$ cat src/bcc_pkg.sv
package bcc_pkg;

   // widths fixed by the field layout
   localparam int BUTTON_W   = 3;
   localparam int NOW_W      = 32;
   localparam int CFG_W      = 16;
   localparam int CSR_ADDR_W = 2;
   localparam int EVENT_W    = 2;

   // configuration register indexes
   localparam logic [CSR_ADDR_W-1:0] CSR_LONG_TICKS   = 2'd0;
   localparam logic [CSR_ADDR_W-1:0] CSR_DOUBLE_TICKS = 2'd1;
   localparam logic [CSR_ADDR_W-1:0] CSR_BOUNCE_TICKS = 2'd2;

   // configuration reset values
   localparam logic [CFG_W-1:0] LONG_TICKS_RST   = 16'd1000;
   localparam logic [CFG_W-1:0] DOUBLE_TICKS_RST = 16'd400;
   localparam logic [CFG_W-1:0] BOUNCE_TICKS_RST = 16'd50;

   // click event codes
   localparam logic [EVENT_W-1:0] EV_NONE   = 2'd0;
   localparam logic [EVENT_W-1:0] EV_SINGLE = 2'd1;
   localparam logic [EVENT_W-1:0] EV_DOUBLE = 2'd2;
   localparam logic [EVENT_W-1:0] EV_LONG   = 2'd3;

   typedef struct packed {
      logic [CFG_W-1:0] long_ticks;
      logic [CFG_W-1:0] double_ticks;
      logic [CFG_W-1:0] bounce_ticks;
   } bcc_cfg_type;

   typedef struct packed {
      logic last_level;
      logic action_pending;
      logic double_seen;
   } bcc_flags_type;

endpackage

$ cat src/bcc_req_if.sv
interface bcc_req_if;
   logic                           valid;
   logic                           ready;
   logic [bcc_pkg::BUTTON_W-1:0]   button;
   logic                           level;
   logic [bcc_pkg::NOW_W-1:0]      now;

   modport source (output valid, output button, output level, output now, input ready);
   modport sink (input valid, input button, input level, input now, output ready);
endinterface

$ cat src/bcc_rsp_if.sv
interface bcc_rsp_if;
   logic                           valid;
   logic                           ready;
   logic [bcc_pkg::BUTTON_W-1:0]   button_out;
   logic [bcc_pkg::EVENT_W-1:0]    event_res;

   modport source (output valid, output button_out, output event_res, input ready);
   modport sink (input valid, input button_out, input event_res, output ready);
endinterface

$ cat src/button_click_classifier_core.sv
// channel  | direction | payload                     | handshake
// ---------+-----------+-----------------------------+-------------------
// req_ch   | in        | button, level, now          | valid / ready
// rsp_ch   | out       | button_out, event_res       | valid / ready
// csr_*    | in        | csr_addr, csr_wdata         | csr_we, no wait
//
// one request per cycle sustained while rsp_ch is ready; a request is captured in the input register,
// classified out of it, and its result is held in the result register until it is taken
// per-button state is read and written back in the classify cycle, so requests for
// the same button may follow back to back
// reset clears flags to released / idle, zeroes deadlines and loads register defaults
// a stalled result holds the result register and, once the input register is full, req
module button_click_classifier_core #(
   parameter int BUTTONS   = 8,
   parameter int TICK_BITS = 32
) (
   input  logic                             clock,
   input  logic                             reset,
   bcc_req_if.sink                          req_ch,
   bcc_rsp_if.source                        rsp_ch,
   input  logic                             csr_we,
   input  logic [bcc_pkg::CSR_ADDR_W-1:0]   csr_addr,
   input  logic [bcc_pkg::CFG_W-1:0]        csr_wdata
);

   localparam int IDX_W = (BUTTONS > 1) ? $clog2(BUTTONS) : 1;

   // configuration
   bcc_pkg::bcc_cfg_type cfg;

   // input register
   logic                            s1_valid_ff;
   logic [bcc_pkg::BUTTON_W-1:0]    s1_button_ff;
   logic                            s1_level_ff;
   logic [bcc_pkg::NOW_W-1:0]       s1_now_ff;

   // result register
   logic                            rsp_valid_ff;
   logic [bcc_pkg::BUTTON_W-1:0]    rsp_button_ff;
   logic [bcc_pkg::EVENT_W-1:0]     rsp_event_ff;

   // per-button state
   bcc_pkg::bcc_flags_type          flags_ff [BUTTONS];
   logic [TICK_BITS-1:0]            bounce_dl_ff [BUTTONS];
   logic [TICK_BITS-1:0]            double_dl_ff [BUTTONS];
   logic [TICK_BITS-1:0]            long_dl_ff [BUTTONS];

   // classification
   logic                            s1_go;
   logic                            req_take;
   logic                            in_range;
   logic [IDX_W-1:0]                idx;
   logic [TICK_BITS-1:0]            now_t;
   bcc_pkg::bcc_flags_type          flags_in;
   logic [TICK_BITS-1:0]            bounce_dl_in;
   logic [TICK_BITS-1:0]            double_dl_in;
   logic [TICK_BITS-1:0]            long_dl_in;
   logic [bcc_pkg::EVENT_W-1:0]     event_in;

   bcc_csr u_csr (
      .clock     (clock),
      .reset     (reset),
      .csr_we    (csr_we),
      .csr_addr  (csr_addr),
      .csr_wdata (csr_wdata),
      .cfg       (cfg)
   );

   // advance when the result register is empty or being taken this cycle
   assign s1_go        = s1_valid_ff && (!rsp_valid_ff || rsp_ch.ready);
   assign req_ch.ready = !s1_valid_ff || s1_go;
   assign req_take     = req_ch.valid && req_ch.ready;

   // buttons beyond the configured count leave the state alone
   assign in_range = 32'(s1_button_ff) < 32'(BUTTONS);
   assign idx      = IDX_W'(s1_button_ff);
   assign now_t    = TICK_BITS'(s1_now_ff);

   bcc_classify #(
      .TICK_BITS (TICK_BITS)
   ) u_classify (
      .cfg           (cfg),
      .in_range      (in_range),
      .level         (s1_level_ff),
      .now           (now_t),
      .flags         (flags_ff[idx]),
      .bounce_dl     (bounce_dl_ff[idx]),
      .double_dl     (double_dl_ff[idx]),
      .long_dl       (long_dl_ff[idx]),
      .flags_nxt     (flags_in),
      .bounce_dl_nxt (bounce_dl_in),
      .double_dl_nxt (double_dl_in),
      .long_dl_nxt   (long_dl_in),
      .event_res     (event_in)
   );

   // input register
   always_ff @(posedge clock) begin
      if (reset) begin
         s1_valid_ff <= 1'b0;
      end else if (req_ch.ready) begin
         s1_valid_ff <= req_ch.valid;
      end
   end

   always_ff @(posedge clock) begin
      if (req_take) begin
         s1_button_ff <= req_ch.button;
         s1_level_ff  <= req_ch.level;
         s1_now_ff    <= req_ch.now;
      end
   end

   // result register
   always_ff @(posedge clock) begin
      if (reset) begin
         rsp_valid_ff <= 1'b0;
      end else if (s1_go) begin
         rsp_valid_ff <= 1'b1;
      end else if (rsp_ch.ready) begin
         rsp_valid_ff <= 1'b0;
      end
   end

   always_ff @(posedge clock) begin
      if (s1_go) begin
         rsp_button_ff <= s1_button_ff;
         rsp_event_ff  <= event_in;
      end
   end

   // button flags: released and idle after reset
   always_ff @(posedge clock) begin
      if (reset) begin
         for (int i = 0; i < BUTTONS; i++) begin
            flags_ff[i].last_level     <= 1'b1;
            flags_ff[i].action_pending <= 1'b0;
            flags_ff[i].double_seen    <= 1'b0;
         end
      end else if (s1_go && in_range) begin
         flags_ff[idx] <= flags_in;
      end
   end

   // deadlines start at zero, so the first scan of a button is never in bounce
   always_ff @(posedge clock) begin
      if (reset) begin
         for (int i = 0; i < BUTTONS; i++) begin
            bounce_dl_ff[i] <= '0;
            double_dl_ff[i] <= '0;
            long_dl_ff[i]   <= '0;
         end
      end else if (s1_go && in_range) begin
         bounce_dl_ff[idx] <= bounce_dl_in;
         double_dl_ff[idx] <= double_dl_in;
         long_dl_ff[idx]   <= long_dl_in;
      end
   end

   assign rsp_ch.valid      = rsp_valid_ff;
   assign rsp_ch.button_out = rsp_button_ff;
   assign rsp_ch.event_res  = rsp_event_ff;

endmodule

$ cat src/bcc_csr.sv
module bcc_csr (
   input  logic                             clock,
   input  logic                             reset,
   input  logic                             csr_we,
   input  logic [bcc_pkg::CSR_ADDR_W-1:0]   csr_addr,
   input  logic [bcc_pkg::CFG_W-1:0]        csr_wdata,
   output bcc_pkg::bcc_cfg_type             cfg
);

   bcc_pkg::bcc_cfg_type cfg_ff;
   bcc_pkg::bcc_cfg_type cfg_in;

   always_comb begin
      cfg_in = cfg_ff;
      if (csr_we) begin
         case (csr_addr)
            bcc_pkg::CSR_LONG_TICKS:   cfg_in.long_ticks   = csr_wdata;
            bcc_pkg::CSR_DOUBLE_TICKS: cfg_in.double_ticks = csr_wdata;
            bcc_pkg::CSR_BOUNCE_TICKS: cfg_in.bounce_ticks = csr_wdata;
            default:                   cfg_in = cfg_ff; // unknown index ignored
         endcase
      end
   end

   always_ff @(posedge clock) begin
      if (reset) begin
         cfg_ff.long_ticks   <= bcc_pkg::LONG_TICKS_RST;
         cfg_ff.double_ticks <= bcc_pkg::DOUBLE_TICKS_RST;
         cfg_ff.bounce_ticks <= bcc_pkg::BOUNCE_TICKS_RST;
      end else begin
         cfg_ff <= cfg_in;
      end
   end

   assign cfg = cfg_ff;

endmodule

$ cat src/bcc_classify.sv
module bcc_classify #(
   parameter int TICK_BITS = 32
) (
   input  bcc_pkg::bcc_cfg_type              cfg,
   input  logic                              in_range,
   input  logic                              level,
   input  logic [TICK_BITS-1:0]              now,
   input  bcc_pkg::bcc_flags_type            flags,
   input  logic [TICK_BITS-1:0]              bounce_dl,
   input  logic [TICK_BITS-1:0]              double_dl,
   input  logic [TICK_BITS-1:0]              long_dl,
   output bcc_pkg::bcc_flags_type            flags_nxt,
   output logic [TICK_BITS-1:0]              bounce_dl_nxt,
   output logic [TICK_BITS-1:0]              double_dl_nxt,
   output logic [TICK_BITS-1:0]              long_dl_nxt,
   output logic [bcc_pkg::EVENT_W-1:0]       event_res
);

   logic bouncing;

   assign bouncing = now < bounce_dl;

   always_comb begin
      flags_nxt     = flags;
      bounce_dl_nxt = bounce_dl;
      double_dl_nxt = double_dl;
      long_dl_nxt   = long_dl;
      event_res     = bcc_pkg::EV_NONE;
      if (in_range && !bouncing) begin
         if (level != flags.last_level) begin
            if (!level) begin
               // press: deadlines come from the first press only
               if (!flags.action_pending) begin
                  long_dl_nxt   = now + TICK_BITS'(cfg.long_ticks);
                  double_dl_nxt = now + TICK_BITS'(cfg.double_ticks);
               end
            end else begin
               // release
               if ((now < double_dl) && flags.action_pending) begin
                  flags_nxt.double_seen = 1'b1;
               end
               flags_nxt.action_pending = 1'b1;
               bounce_dl_nxt = now + TICK_BITS'(cfg.bounce_ticks);
            end
            flags_nxt.last_level = level;
         end else if (flags.action_pending && (now > double_dl)) begin
            if (now > long_dl) begin
               event_res = bcc_pkg::EV_LONG;
            end else if (flags.double_seen) begin
               event_res = bcc_pkg::EV_DOUBLE;
            end else begin
               event_res = bcc_pkg::EV_SINGLE;
            end
            flags_nxt.action_pending = 1'b0;
            flags_nxt.double_seen    = 1'b0;
         end
      end
   end

endmodule

$ cat src/flat_wrapper.sv
// flat-port wrapper written by rule: the top's interface ports become plain ports
module button_click_classifier_core_flat 
#(
   parameter int BUTTONS   = 8,
   parameter int TICK_BITS = 32
)
  (clock, reset, csr_we, csr_addr, csr_wdata, req_ch_valid, req_ch_button, req_ch_level, req_ch_now, req_ch_ready, rsp_ch_valid, rsp_ch_button_out, rsp_ch_event_res, rsp_ch_ready);
  bcc_req_if req_ch_i ();
  bcc_rsp_if rsp_ch_i ();
  input  logic clock;
  input  logic reset;
  input  logic csr_we;
  input  logic [bcc_pkg::CSR_ADDR_W-1:0] csr_addr;
  input  logic [bcc_pkg::CFG_W-1:0] csr_wdata;
  input wire logic [$bits(req_ch_i.valid)-1:0] req_ch_valid;
  input wire logic [$bits(req_ch_i.button)-1:0] req_ch_button;
  input wire logic [$bits(req_ch_i.level)-1:0] req_ch_level;
  input wire logic [$bits(req_ch_i.now)-1:0] req_ch_now;
  output wire logic [$bits(req_ch_i.ready)-1:0] req_ch_ready;
  output wire logic [$bits(rsp_ch_i.valid)-1:0] rsp_ch_valid;
  output wire logic [$bits(rsp_ch_i.button_out)-1:0] rsp_ch_button_out;
  output wire logic [$bits(rsp_ch_i.event_res)-1:0] rsp_ch_event_res;
  input wire logic [$bits(rsp_ch_i.ready)-1:0] rsp_ch_ready;
  assign req_ch_i.valid = req_ch_valid;
  assign req_ch_i.button = req_ch_button;
  assign req_ch_i.level = req_ch_level;
  assign req_ch_i.now = req_ch_now;
  assign req_ch_ready = req_ch_i.ready;
  assign rsp_ch_valid = rsp_ch_i.valid;
  assign rsp_ch_button_out = rsp_ch_i.button_out;
  assign rsp_ch_event_res = rsp_ch_i.event_res;
  assign rsp_ch_i.ready = rsp_ch_ready;
  button_click_classifier_core #(.BUTTONS(BUTTONS), .TICK_BITS(TICK_BITS)) u_core (.clock(clock), .reset(reset), .req_ch(req_ch_i), .rsp_ch(rsp_ch_i), .csr_we(csr_we), .csr_addr(csr_addr), .csr_wdata(csr_wdata));
endmodule
$ cat config.mk
export PLATFORM = sky130hd
export DESIGN_NAME = button_click_classifier_core_flat
export DESIGN_NICKNAME = d
export VERILOG_FILES = /design/src/bcc_pkg.sv /design/src/bcc_req_if.sv /design/src/bcc_rsp_if.sv /design/src/button_click_classifier_core.sv /design/src/bcc_csr.sv /design/src/bcc_classify.sv /design/src/flat_wrapper.sv
export SDC_FILE = /design/constraint.sdc
export NUM_CORES = 1
export LEC_CHECK = 0
export ABC_AREA = 1
export BUFFER_PORTS_ARGS = -buffer_cell sky130_fd_sc_hd__buf_2
export CELL_PAD_IN_SITES_DETAIL_PLACEMENT = 1
export CELL_PAD_IN_SITES_GLOBAL_PLACEMENT = 2
export CORE_ASPECT_RATIO = 2
export CORE_MARGIN = 2
export CORE_UTILIZATION = 35
export DETAILED_ROUTE_END_ITERATION = 8
export PLACE_DENSITY_LB_ADDON = 0.1
export SYNTH_ARGS = -nofsm -noshare
export SYNTH_HDL_FRONTEND = slang
export SYNTH_SLANG_ARGS = --single-unit
export TNS_END_PERCENT = 50
$ cat constraint.sdc
create_clock -name clock -period 12.9 [get_ports clock]
set_clock_uncertainty 0.15 [all_clocks]
set_input_delay 1.29 -clock clock [delete_from_list [all_inputs] [get_ports clock]]
set_output_delay 1.29 -clock clock [all_outputs]
set_load 0.02 [all_outputs]
# --- Word level (Yosys, flattened, before mapping) ---
# Memories as Yosys holds them, arrays and structs flattened. A register that Yosys moved wholly into a read port is not among the register bits.
# Index checks and enable logic that the tools add are counted.
word_totals:
  out_inout_bits: 7
  memories: 4
  ramBits: 792
  reg_bits: 91
  input_bits: 59
  word_cells: 85
op_classes:
  bitwise_logic: 1
  n_addsub: 3
  order_cmp: 4
  eq_ne: 3
  reduce_logical: 18
  n_mux: 42
mem_list:
  columns: ["memory", "words", "width", "read_ports", "rd_clocked_by_memory_dff", "write_ports", "line", "source"]
  rows:
  - ["u_core.bounce_dl_ff", 8, 32, 1, 1, 8, "button_click_classifier_core.sv:44", "logic [TICK_BITS-1:0] bounce_dl_ff [BUTTONS];"]
  - ["u_core.double_dl_ff", 8, 32, 1, 1, 8, "button_click_classifier_core.sv:45", "logic [TICK_BITS-1:0] double_dl_ff [BUTTONS];"]
  - ["u_core.long_dl_ff", 8, 32, 1, 1, 8, "button_click_classifier_core.sv:46", "logic [TICK_BITS-1:0] long_dl_ff [BUTTONS];"]
  - ["u_core.flags_ff", 8, 3, 1, 1, 8, "button_click_classifier_core.sv:43", "bcc_pkg::bcc_flags_type flags_ff [BUTTONS];"]
op_table:
  columns: ["op", "n"]
  rows:
  - ["2-to-1 mux 32 bit", 14]
  - ["adder 32 x 16 -> 32 bit", 3]
  - ["OR reduction 32 bit", 3]
  - ["greater-than comparator 32 bit", 2]
  - ["less-than comparator 32 bit", 2]
  - ["2-to-1 mux 3 bit", 10]
  - ["2-to-1 mux 1 bit", 13]
  - ["2-to-1 mux 2 bit", 5]
  - ["AND reduction 2 bit", 3]
  - ["OR reduction 3 bit", 2]
  - ["logical AND 1 bit", 4]
  - ["== test 2 x 1 -> 1 bit, second input constant", 1]
  - ["== test 2 bit, second input constant", 1]
  - ["zero test 1 bit", 2]
  - ["zero test 2 bit", 1]
  - ["logical OR 1 bit", 2]
  - ["nonzero test 2 bit", 1]
  - ["!= test 1 bit", 1]
  - ["inverter 1 bit", 1]

# --- Logic depth before layout (Yosys ltp) ---
logic_depth:
  depth_word: 8
  mapped_depth: 27
  depth_no_buf: 20

# --- Cells and area by module ---
# From an unflattened synthesis, not the netlist that was laid out.
unflattened:
  hier_cells: 6123
  hier_area_um2: 49471.2
modules_own_cells:
  columns: ["mod", "seq_area_each_um2", "instances", "area_per_inst_um2", "cells_per_inst"]
  rows:
  - ["button_click_classifier_core", 25104.1, 1, 40214.8, 4540]
  - ["bcc_classify", 0.0, 1, 7268.2, 1292]
  - ["bcc_csr", 960.9, 1, 1988.2, 291]

# --- Least setup slack after synthesis ---
# OpenSTA, ideal clock, no wires.
synth_timing:
  path_type: "in2reg"
  start: "in rsp_ch_ready"
  end: "mem u_core.bounce_dl_ff[2][0] (enable)"
  setup_time_ns: 0.918
  n_path_buf: 2
  required_time_ns: 11.832
  setup_slack_ns: 7.707
  t_arrival_ns: 4.125
  path_stages: 12
  cell_sequence: "inv_1 > nand2_1 > nand2_1 > nor2_1 > inv_1 > nor2_1 > inv_1 > nor2_1 > inv_2 > clkbuf_1 > buf_1 > nand2_1"
synth_rtl:
  columns: ["element", "line", "source"]
  rows:
  - ["start, declared", "flat_wrapper.sv:23", "input wire logic [$bits(rsp_ch_i.ready)-1:0] rsp_ch_ready;"]
  - ["end, declared", "button_click_classifier_core.sv:44", null]

==> flow_metrics.tcl <==
set metrics [dict create \
    viasPerCell 5.729 \
    grt_pass1_wl_um 303100 \
    first_global_vias 43760 \
    slowest_stage "buf_4" \
    clk-insertion-delay-late_ns 0.71 \
    fmax_ghz 0.1445 \
    holdPathStages 2 \
    cts_root_buf "clkbuf_16" \
    path_common_cell "nand2_1" \
    cts_setup_buffers 0 \
    synth_fa_ha_area_frac 0.03776 \
    r2r_slack_ns 5.98 \
    hold_path_class "reg2reg" \
    synthFlopType "edfxtp_1" \
    grt-ovfl-total 0 \
    clkPwrFrac 0.363 \
    yosysSeqAreaShare 0.5323 \
    cts_tree "yes" \
    power_density_mw_per_mm2 147.5 \
    min_period_over_period 0.5364 \
    dp.cells 7124 \
    grt_max_degree 128 \
    p_seq_frac 0.417 \
    cts.path.max_buffers 3 \
    placementRows 194 \
    hpwl_um 130300 \
    async_flop_share 0 \
    rsz0062_at_grt "no" \
    slowest_delay_ns 0.84 \
    internal_power_mw 5.303 \
    netlist_area_mm2 0.04897 \
    crit_path_end_kind "flop" \
    crit_end "u_core.long_dl_ff[3][2]" \
    wl_um 211100 \
    dpl_cell_area_mm2 0.05085 \
    synth_compound_area_frac 0.1926 \
    place_congestion 0.9254 \
    yosysUniqueCellTypes 48 \
    crit_type "reg2reg" \
    die_h_um 533.0 \
    detail_route.first_pass.iterations 5 \
    fin_util 0.3877 \
    synth_top_area_share 0.5102 \
    worstPathArrival_ns 7.30 \
    htree_levels 3 \
    die_w_um 268.5 \
    slew_viol_final 0 \
    slew_headroom 0.1665 \
    synth_top_family_by_area "compound AO/OA/AOI/OAI gates" \
    drtIter0Drc 2776 \
    worstPathCellList "buf_4 > inv_8 > buf_12 > buf_4 > mux2i_1 > ha_1 > nand2_1 > inv_1 > nand2_1 > nand2_1 > nand2_1 > nand2_1 > nand2_1 > nand2_1 > nand2_4 > nand2_4 > buf_4 > nand2_1 > a21oi_1" \
    design_area_mm2 0.05401 \
    final.min_clock_period_ns 6.920 \
    cts_resized 0 \
    maxCapViolations 0 \
    dr_total_vias 41790 \
    r2r.worst_path.cells 19 \
    muxShareOfSynthArea 0.002248 \
    swShare 0.3344 \
    initial_core_util 0.3515 \
    syn_avg_cell_area_um2 8.985 \
    fin_nets 5558 \
    p_leak_nw 20.48 \
    synthesis.nets 5655 \
    cp.required_ns 13.28 \
    crit_fanout 93 \
    holdWs_ns 0.3226 \
    yosys.area_share.simple 0.1694 \
    dieArea_mm2 0.1431 \
    p_switching_mw 2.664 \
    timing.final.ws_setup_ns 5.980 \
    synth_xor_area_frac 0.006618 \
    coreArea_mm2 0.1393 \
    yosys-top-cells-area "edfxtp_1 (51%), a21oi_1 (9.1%), nand2_1 (7.3%), o21ai_0 (5.3%), nor2_1 (4.4%)" \
    syn_inst 5450 \
    cts_made_buffers 89 \
    cts_hold_buf 0 \
    synth_area_leader_cell "edfxtp_1" \
    start_kind "flop" \
    clkSinkCount 886 \
    pre_cts_slack_ns 5.990 \
    timing_hold_violations_final 0 \
    wire_per_inst_um 28.94 \
    total_power_mw 7.967 \
    power_frac_comb 0.220 \
    clk_pin_slew_ns 0.07 \
    synth-edff-count 832 \
    synth_warnings 0 \
    area_delta_synth_final_pct 10.30 \
    ys_ff_latch 886 \
    status "finished, final reports clean" \
    drc_errors 0 \
    drive_gt1_frac 0.09652 \
    grt_antenna_before_repair 8 \
    io_pins 66 \
    r2r-end "u_core.long_dl_ff[3][2]" \
    grt_use_total 0.2926 \
    ant_nets 0 \
    peakVddDrop_mv 0.1104 \
    setup_viol 0 \
    layout.cells.non_filler 7294 \
    portBuffers 65 \
    worst_pin_slew_ns 1.248 \
    tns_ns 0 \
]
==> cell families (layout without fill, tap and decap cells) <==
family | count (synthesis) | count (layout)
AOI/OAI and AO/OA | 1789 | 1789
xor gates and xnor gates | 37 | 37
adders and majority gates | 146 | 146
buffers and inverters | 670 | 649
DFF | 886 | 886
muxes | 11 | 11
other | 0 | 3
and+or+nand+nor | 1911 | 1911
==> metal layers <==
metal,global-route usage,vias to the layer above,share of wire
li1,-,19000,-
met2,0.5392,991,0.53
met5,0,-,0
met1,0.3481,21460,0.40
met3,0.02639,338,0.036
met4,0.1091,0,0.040
==> registers in the layout, summed over array words and instances (netlist names), named ones only <==
name and flops:
u_core.rsp_ch.event_res 2, u_core.bounce_dl_ff 256, u_core.double_dl_ff 256, u_core.idx 3
u_core.long_dl_ff 256, u_core.now_t 32, u_core.s1_valid_ff 1, u_core.rsp_ch.button_out 3
u_core.flags_ff 24, u_core.u_csr.cfg 48, u_core.rsp_ch.valid 1, u_core.s1_level_ff 1
==> critical path: cells and delay by family, from the launching register on <==
family / cells / cell delay, ns
simple gates: 10 / 2.18
flops: 1 / 0.52
buf+inv: 6 / 2.55
fa+ha+maj: 1 / 0.19
mux: 1 / 0.46
compound gates: 1 / 0.27
==> worst min path at each step <==
| stage | from | end |
|---|---|---|
| after floorplan | u_core.u_csr.cfg[20] | u_core.u_csr.cfg[20] |
| after global placement | u_core.u_csr.cfg[38] | u_core.u_csr.cfg[38] |
| after detailed placement | u_core.u_csr.cfg[39] | u_core.u_csr.cfg[39] |
| after CTS | u_core.u_csr.cfg[39] | u_core.u_csr.cfg[39] |
| after global routing | u_core.u_csr.cfg[37] | u_core.u_csr.cfg[37] |
| final | u_core.u_csr.cfg[38] | u_core.u_csr.cfg[38] |
==> synth_stat cells (86+ instances only) <==
cell type	n
o21ai_0	522
ha_1	143
edfxtp_1	832
inv_1	324
clkbuf_1	164
nand2_1	949
a21oi_1	886
nand3_1	161
nor2_1	569
o22ai_1	181
o21ai_1	127
buf_2	86
==> final cells by class <==
class	count	area, um2
Timing Repair Buffer	141	958.4
Clock buffer	101	2272
Tap cell	1862	2330
Fill cell	16120	85320
Inverter	341	1346
Antenna cell	3	7.507
Multi-Input combinational cell	3894	20140
Sequential cell	886	26070
Clock inverter	66	880.8
==> cells in the final DEF (no fill, tap or decap), types with 5 or more instances in the layout <==
| cell | instances |
|---|---|
| nand3_2 | 73 |
| nor3_1 | 13 |
| o221ai_1 | 11 |
| o21ai_1 | 127 |
| buf_2 | 65 |
| nand3_1 | 161 |
| buf_4 | 71 |
| xnor2_1 | 24 |
| a21oi_1 | 885 |
| buf_12 | 5 |
| xor2_1 | 13 |
| clkinv_2 | 16 |
| clkinv_1 | 21 |
| o21a_1 | 6 |
| o21ai_2 | 33 |
| nand2_4 | 10 |
| o21ai_0 | 522 |
| edfxtp_1 | 832 |
| ha_1 | 143 |
| bufinv_16 | 18 |
| clkinvlp_4 | 5 |
| inv_1 | 321 |
| nand2_1 | 939 |
| inv_6 | 12 |
| o22ai_1 | 181 |
| o211ai_1 | 7 |
| nor2_1 | 569 |
| nand3b_2 | 15 |
| nand4_1 | 28 |
| dfxtp_1 | 51 |
| mux2i_1 | 11 |
| clkbuf_16 | 89 |
| clkbuf_1 | 12 |
| or2_2 | 8 |
| nand2_2 | 77 |
==> power by group through the flow <==
| stage | Combinational, mW | Sequential, mW | Clock [mW] |
|---|---|---|---|
| 3_5_place_dp | 1.75 | 3.38 | 0 |
| 2_1_floorplan | 1.10 | 3.36 | 0 |
| 6_report | 1.75 | 3.32 | 2.89 |
| 3_3_place_gp | 1.74 | 3.38 | 0 |
| 5_1_grt | 1.90 | 3.33 | 3.01 |
| 4_1_cts | 1.76 | 3.32 | 2.93 |
Note: power is estimated with default switching activity, not from simulation.
